File: src/design/sla_pkg.sv
package sla_pkg;

  // Atlas geometry
  localparam int COLUMNS   = 256;
  localparam int ROWS      = 256;
  localparam int PAGES     = 2;
  localparam int MEM_DEPTH = PAGES * COLUMNS;

  localparam int COL_W  = $clog2(COLUMNS);      // column index
  localparam int HGT_W  = $clog2(ROWS + 1);     // fill height, 0..ROWS
  localparam int PAGE_W = 1;                    // page_select field
  localparam int ADDR_W = $clog2(MEM_DEPTH);    // {page, column}

  // Field widths of the request and result words
  localparam int DIM_W  = 9;
  localparam int POS_W  = 8;
  localparam int MASK_W = 2;
  localparam int PAD_W  = 4;
  localparam int SUM_W  = ((HGT_W > DIM_W) ? HGT_W : DIM_W) + 1;

  localparam logic [PAD_W-1:0] PAD_RESET = PAD_W'(2);

  // Operation codes
  localparam logic OP_ALLOC  = 1'b0;
  localparam logic OP_UPLOAD = 1'b1;

  typedef struct packed {
    logic             operation;
    logic             page_select;
    logic [DIM_W-1:0] rect_width;
    logic [DIM_W-1:0] rect_height;
  } req_t;

  typedef struct packed {
    logic              success;
    logic [POS_W-1:0]  pos_x;
    logic [POS_W-1:0]  pos_y;
    logic [MASK_W-1:0] dirty_mask;
  } res_t;

  // Sequencer -> scan unit
  typedef struct packed {
    logic             go;
    logic [COL_W-1:0] width;
  } scan_ctrl_t;

  // Scan unit -> sequencer
  typedef struct packed {
    logic             done;
    logic             found;
    logic [HGT_W-1:0] best;
    logic [COL_W-1:0] best_x;
  } scan_stat_t;

endpackage

File: src/design/sla_scan.sv
module sla_scan (
  input  logic                      clk,
  input  logic                      rst,
  input  sla_pkg::scan_ctrl_t       ctrl,
  input  logic [sla_pkg::HGT_W-1:0] rd_data,
  output logic [sla_pkg::COL_W-1:0] rd_col,
  output sla_pkg::scan_stat_t       stat
);
  import sla_pkg::*;

  localparam int CW1 = COL_W + 1;
  localparam int CW2 = COL_W + 2;

  logic             active;
  logic             done;
  logic [COL_W-1:0] width_r;
  logic [CW1-1:0]   win_start;
  logic [CW1-1:0]   rd_next;
  logic             pend;
  logic [CW1-1:0]   pend_col;
  logic [HGT_W-1:0] win_max;
  logic [CW1-1:0]   max_col;
  logic [HGT_W-1:0] best;
  logic [COL_W-1:0] best_x;
  logic             found;

  logic             blocked;
  logic             take;
  logic [HGT_W-1:0] m_new;
  logic [CW1-1:0]   mc_new;
  logic [CW2-1:0]   win_end;
  logic             complete;
  logic [CW1-1:0]   next_start;
  logic             finish;
  logic             flush;

  // A column at or above the best height kills every window that covers it.
  assign blocked    = pend && (rd_data >= best);
  assign take       = rd_data >= win_max;
  assign m_new      = take ? rd_data : win_max;
  assign mc_new     = take ? pend_col : max_col;
  assign win_end    = CW2'(win_start) + CW2'(width_r) - CW2'(1);
  assign complete   = pend && !blocked && (CW2'(pend_col) == win_end);
  assign next_start = blocked ? (pend_col + CW1'(1)) : (mc_new + CW1'(1));
  assign finish     = (blocked || complete) &&
                      ((CW2'(next_start) + CW2'(width_r) >= CW2'(COLUMNS)) ||
                       (complete && (m_new == '0)));
  // restart behind the window's end: refetch from just past its tallest column
  assign flush      = complete && (mc_new != pend_col);

  always_ff @(posedge clk) begin
    if (rst) begin
      active <= 1'b0;
      done   <= 1'b0;
    end else begin
      done <= 1'b0;
      if (ctrl.go) begin
        active    <= 1'b1;
        width_r   <= ctrl.width;
        win_start <= '0;
        rd_next   <= '0;
        pend      <= 1'b0;
        win_max   <= '0;
        best      <= HGT_W'(ROWS);
        found     <= 1'b0;
      end else if (active) begin
        rd_next  <= rd_next + CW1'(1);
        pend     <= 1'b1;
        pend_col <= rd_next;
        if (flush) begin
          rd_next <= mc_new + CW1'(1);
          pend    <= 1'b0;
        end
        if (blocked) begin
          win_start <= next_start;
          win_max   <= '0;
        end else if (complete) begin
          best      <= m_new;
          best_x    <= win_start[COL_W-1:0];
          found     <= 1'b1;
          win_start <= next_start;
          win_max   <= '0;
        end else if (pend) begin
          win_max <= m_new;
          max_col <= mc_new;
        end
        if (finish) begin
          active <= 1'b0;
          done   <= 1'b1;
        end
      end
    end
  end

  assign rd_col = rd_next[COL_W-1:0];
  assign stat   = '{done: done, found: found, best: best, best_x: best_x};

endmodule

File: config.mk
export PLATFORM = sky130hd
export DESIGN_NAME = sla_scan
export DESIGN_NICKNAME = d
export VERILOG_FILES = /design/src/design/sla_pkg.sv /design/src/design/sla_scan.sv
export SDC_FILE = /design/constraint.sdc
export NUM_CORES = 1
export LEC_CHECK = 0
export BUFFER_PORTS_ARGS = -buffer_cell sky130_fd_sc_hd__buf_2
export CORE_ASPECT_RATIO = 1.4
export CORE_UTILIZATION = 40
export DETAILED_ROUTE_END_ITERATION = 8
export SYNTH_ARGS = -nofsm -noshare
export SYNTH_HDL_FRONTEND = slang
export SYNTH_SLANG_ARGS = --single-unit
File: constraint.sdc
create_clock -name clk -period 5.8 [get_ports clk]
set_clock_uncertainty 0.1 [all_clocks]
set_input_delay 1.16 -clock clk [delete_from_list [all_inputs] [get_ports clk]]
set_output_delay 1.16 -clock clk [all_outputs]
set_load 0.05 [all_outputs]
# Word-level counts from Yosys, hierarchy flattened
# Index checks and enable logic that the tools add are counted.
dict set report word_totals {
  inputBits 20
  ff_bits 74
  wordCells 76
  output_inout_bits 27
}
dict set report op_classes {
  eq_ne 3
  n_reduce_logical 23
  mux 24
  magnitude_cmp 3
  n_bitwise 5
  add_sub_neg 6
}
# cell n
set op_table {}
lappend op_table {{2-to-1 mux 9 bit} 15}
lappend op_table {{adder 9 x 1 -> 9 bit (second input constant)} 3}
lappend op_table {{adder 9 x 8 -> 10 bit} 2}
lappend op_table {{>= comparator 9 bit} 2}
lappend op_table {{== test 9 x 10 -> 1 bit} 1}
lappend op_table {{>= comparator 10 x 9 -> 1 bit (second input constant)} 1}
lappend op_table {{subtractor 10 x 1 -> 10 bit (second input constant)} 1}
lappend op_table {{logical NOT 9 bit} 1}
lappend op_table {{2-to-1 mux 1 bit} 9}
lappend op_table {{inequality test 9 bit} 1}
lappend op_table {{AND reduction 3 bit} 3}
lappend op_table {{logical AND 1 bit} 6}
lappend op_table {{AND reduction 6 bit} 1}
lappend op_table {{inverter 1 bit} 5}
lappend op_table {{AND reduction 5 bit} 1}
lappend op_table {{AND reduction 2 bit} 2}
lappend op_table {{AND reduction 4 bit} 1}
lappend op_table {{nonzero test 2 bit} 2}
lappend op_table {{nonzero test 4 bit} 1}
lappend op_table {{nonzero test 3 bit} 1}
lappend op_table {{OR reduction 3 bit} 1}
lappend op_table {{logical OR 1 bit} 2}
lappend op_table {{inequality test 2 bit (second input constant)} 1}
lappend op_table {{logical NOT 1 bit} 1}

# Depth between registers and ports, before layout
dict set report depth {
  word_depth 11
  mapped_depth 24
  ltp_nobuf 22
}

# Worst setup path after synthesis
# No wires, ideal clock.
dict set report synth_path {
  kind {input-to-reg}
  start {in rd_data[0] in the netlist's numbering}
  end {reg active}
  slack_ps 719
  arrival_time_ps 4921
  stages 22
  cell_sequence {inv_1 ha_1 nor2b_1 o21ai_0 a21oi_2 nand2_1 clkbuf_1 clkbuf_1 nand2_1 nand2_1 ha_1 nand3_1 nor3_1 o22ai_1 xor2_1 a21oi_1 ha_1 a21oi_1 a21boi_0 nor4bb_1 nor4b_1 o221a_2}
}
dict set report synth_via {
  elab_chain_cells 11
  elab_cells_between_ends 20
  classes_between {2 x add/sub; 3 x order compare; 6 x mux; 9 x reduce/logical}
}
# item line
set synth_lines {}
lappend synth_lines {{from (decl)} sla_scan.sv:5} ;# input logic [sla_pkg::HGT_W-1:0] rd_data,
lappend synth_lines {{>= comparator 9 bit} sla_scan.sv:39} ;# assign take = rd_data >= win_max;
lappend synth_lines {{2-to-1 mux 9 bit} sla_scan.sv:41} ;# assign mc_new = take ? pend_col : max_col;
lappend synth_lines {{named net mc_new[1]} sla_scan.sv:30} ;# logic [CW1-1:0] mc_new;
lappend synth_lines {{adder 9 x 1 -> 9 bit} sla_scan.sv:44} ;# assign next_start = blocked ? (pend_col + CW1'(1)) : (mc_new + CW1'(1));
lappend synth_lines {{2-to-1 mux 9 bit} sla_scan.sv:44}
lappend synth_lines {{named net next_start[6]} sla_scan.sv:33} ;# logic [CW1-1:0] next_start;
lappend synth_lines {{adder 9 x 8 -> 10 bit} sla_scan.sv:46} ;# ((CW2'(next_start) + CW2'(width_r) >= CW2'(COLUMNS)) ||
lappend synth_lines {{>= comparator 10 x 9 -> 1 bit} sla_scan.sv:46}
lappend synth_lines {{logical OR 1 bit} sla_scan.sv:46}
lappend synth_lines {{logical AND 1 bit} sla_scan.sv:45} ;# assign finish = (blocked || complete) &&
lappend synth_lines {{2-to-1 mux 1 bit} sla_scan.sv:87} ;# if (finish) begin
lappend synth_lines {{2-to-1 mux 1 bit} sla_scan.sv:66} ;# end else if (active) begin
lappend synth_lines {{2-to-1 mux 1 bit} sla_scan.sv:57} ;# if (ctrl.go) begin
lappend synth_lines {{to (signal assigned)} sla_scan.sv:53} ;# active <= 1'b0;
lappend synth_lines {{to (signal assigned)} sla_scan.sv:58} ;# active <= 1'b1;
lappend synth_lines {{to (signal assigned)} sla_scan.sv:88} ;# active <= 1'b0;
lappend synth_lines {{to (decl)} sla_scan.sv:14} ;# logic active;
# The timed path passes the listed nets, and every way through them passes these cells.
# A chain may end at the register's enable or synchronous reset.

# Worst setup path in the final report
dict set report layout_path {
  start {in rd_data[2] in the netlist's numbering}
  end {reg active}
}
# Same word-level chain as after synthesis.

==> out/results.ini <==
[critical_path]
crit_arrival_ps=5400
slowest_stage=nor2_1
reg2regPathDepth=20
cp_top_family=simple AND/OR/NAND/NOR gates
critPathCaptureType=register
worstSetupPathType=in2reg
max_stage_delay_ps=540
crit_fanout=9
required_ps=5980
path_buf_inv=1
worstReg2RegStart=win_max[2]
crit_path_start_kind=input port
regToRegSetupSlack_ps=1090
r2r-end=active
crit_chain=buf_2, ha_1, a21oi_1, o21ai_0, a21o_1, nor2_1, nand2_1, o21ai_0, ha_1, nand3_1, nor3_1, o22ai_1, xor2_1, a21oi_1, ha_1, a21oi_1, a21boi_0, nor4bb_1, nor4b_1, o221a_2

[grt]
grt_max_degree=27
grt_pass1_wl_um=21000
antenna_found_initial=0
track_usage_pct=21.2
grt_pass1_vias=3937
grt_remaining_overflow=0

[cts]
clock_tree.root_cell=clkbuf_16
clockBufferDepth=2
clk_latency_ps=340
cts_tree=yes
post_cts_buffers=0
clk_pin_slew_ps=60
cts_buffers=9
htreeDepth=3
cts_resized=0
cts_sinks=74
postCtsHoldBufs=0

[floorplanning]
dieWidth_um=96.7
core-area_mm2=0.0123
dieArea_mm2=0.0130
pin_count=47
die_h_um=135
initial_core_util_pct=40.8
row_count=48

[logic_synthesis]
synth_cell_type_count=51
ys_ff_latch=74
seq_area_frac_synth_pct=43.8
netlist_area_mm2=0.00502
syn_inst=508
synth.avg_cell_area_um2=9.89
synthArstFlopShare_pct=0
synthFlopType=edfxtp_1
ys_warn_count=0
synth_edf_count=72
syn_nets=573

[sta]
max_slew.worst_pin.slew_ps=1110
setup_tns_ps=0
max_slew_margin_pct=25.4
rsz0062_at_grt=false
final-hold-violation-count=0
post-route-period-util_pct=90.0
max_freq_mhz=192
finalMaxSlewViolations=0
period_needed_ps=5220
setup_viol=0

[routing]
vias_per_cell=5.55
totalWireLength_um=13300
ant_nets=0
num_vias=3897
drc=0
dr.pass1.iters=5
first_iter_violations=230
post_drt_wl_per_cell_um=18.9

[power]
power.total_w=0.00159
p_leak_nw=2.33
power_density_mw_per_mm2=281
worst_ir_drop_vdd_mv=0.192

[min_path]
hold_path_class=reg2reg
whs_path_depth=0
hold_start=win_start[5]
hold_end=best_x[5]

[layout]
final_net_count=612
drive_gt1_share_pct=17.6
final_common_cell=edfxtp_1
area_growth_pct=12.9
fillers=1168
final_cell_mix=edfxtp_1 (72), inv_1 (54), nor2_1 (54)
diodes=0

[place]
dp_hpwl_um=10500
port_buffers=46
gp_congestion=0.961

[job]
drv_cap=0

[run_status]
status=finished, final reports clean

## synthesized netlist by cell type, drive strengths merged (3+ instances only)
| library cell | instances | area [um2] |
|---|---|---|
| nor2 | 54 | 203 |
| and2 | 5 | 31.3 |
| xnor2 | 21 | 184 |
| nor3 | 11 | 55.1 |
| nor4 | 3 | 18.8 |
| nand2 | 31 | 116 |
| ha | 44 | 551 |
| a211oi | 16 | 165 |
| nor3b | 3 | 22.5 |
| a21oi | 42 | 214 |
| xor2 | 20 | 175 |
| o22ai | 3 | 18.8 |
| inv | 54 | 203 |
| o21ai | 15 | 75.1 |
| nand3 | 20 | 100 |
| nand4 | 12 | 75.1 |
| a21o | 7 | 53.8 |
| nor2b | 3 | 18.8 |
| or3 | 3 | 23.8 |
| buf | 16 | 124 |
| edfxtp | 72 | 2160 |
| mux2 | 5 | 56.3 |
| clkbuf | 13 | 48.8 |
| a2111oi | 4 | 35.0 |
## how the worst max path moves through the flow
stage	start	endpoint	slack (ps)	cells after the start
4_1_cts	rd_data[0]	active	660	21
5_1_grt	rd_data[2]	active	150	20
6_report	rd_data[2]	active	580	20
3_5_place_dp	rd_data[0]	active	360	21
3_3_place_gp	rd_data[0]	active	470	21
2_1_floorplan	rd_data[0]	active	720	22
## worst register-to-register path: cells and delay by family (launching register included)
family | cells | cell delay, ps
AOI/OAI and AO/OA | 9 | 1490
and+or+nand+nor | 6 | 1540
DFF | 1 | 360
buffers and inverters | 1 | 120
adders and majority gates | 3 | 820
xor gates and xnor gates | 1 | 200
## through the flow
step           hold WS (ps)  cells  utilization, %  instance area [um2]  setup WS (ps)
6_report                349    702            46.1                 5670            579
4_1_cts                 349    702            46.1                 5670            660
5_1_grt                 373    702            46.1                 5670            151
3_5_place_dp            336    686            43.5                 5350            361
3_3_place_gp            340    686            43.5                 5350            473
2_1_floorplan           326    508               -                 5020            719
## area by class of cell
class                           count  area [um2]  area share, %
Tap cell                          150         188           3.31
Inverter                           55         206           3.64
Clock inverter                      7        93.8           1.65
Clock buffer                        9         225           3.97
Multi-Input combinational cell    350        2440           43.1
Timing Repair Buffer               57         313           5.52
Sequential cell                    74        2200           38.8
## sequential cells by signal, indices dropped and copies added (netlist names)
| name | flops |
|---|---|
| win_max | 9 |
| win_start | 9 |
| max_col | 9 |
| best | 9 |
| width_r | 8 |
| best_x | 8 |
| found | 1 |
| done | 1 |
| pend | 1 |
| active | 1 |
| rd_next | 9 |
| pend_col | 9 |
## routing by layer
layer	part of all wire (%)	wire length, um	GRT usage, %
met3	4.8	645	3.88
met4	4.8	642	11.9
met2	53	6990	39.5
met5	0	0	0
met1	38	5020	22.4
## report_power, final
group / switching, W / internal (W)
logic: 0.000216 / 0.000133
clock network: 0.000225 / 0.000376
registers: 0.0000228 / 0.000620
total: 0.000464 / 0.00113
## logic make-up (layout without fill, tap and decap cells)
kind of cell             Yosys count  count (layout)  share of synthesized area (%)
AND/OR/NAND/NOR                  153             153                           14.4
adder cells (fa/ha/maj)           45              45                           11.4
flip-flops                        74              74                           43.8
XOR/XNOR                          41              41                           7.15
AO/OA/AOI/OAI                    104             104                           14.1
buffers and inverters             84             128                           7.55
multiplexers                       7               7                           1.52
(Power assumes the default switching activity.)
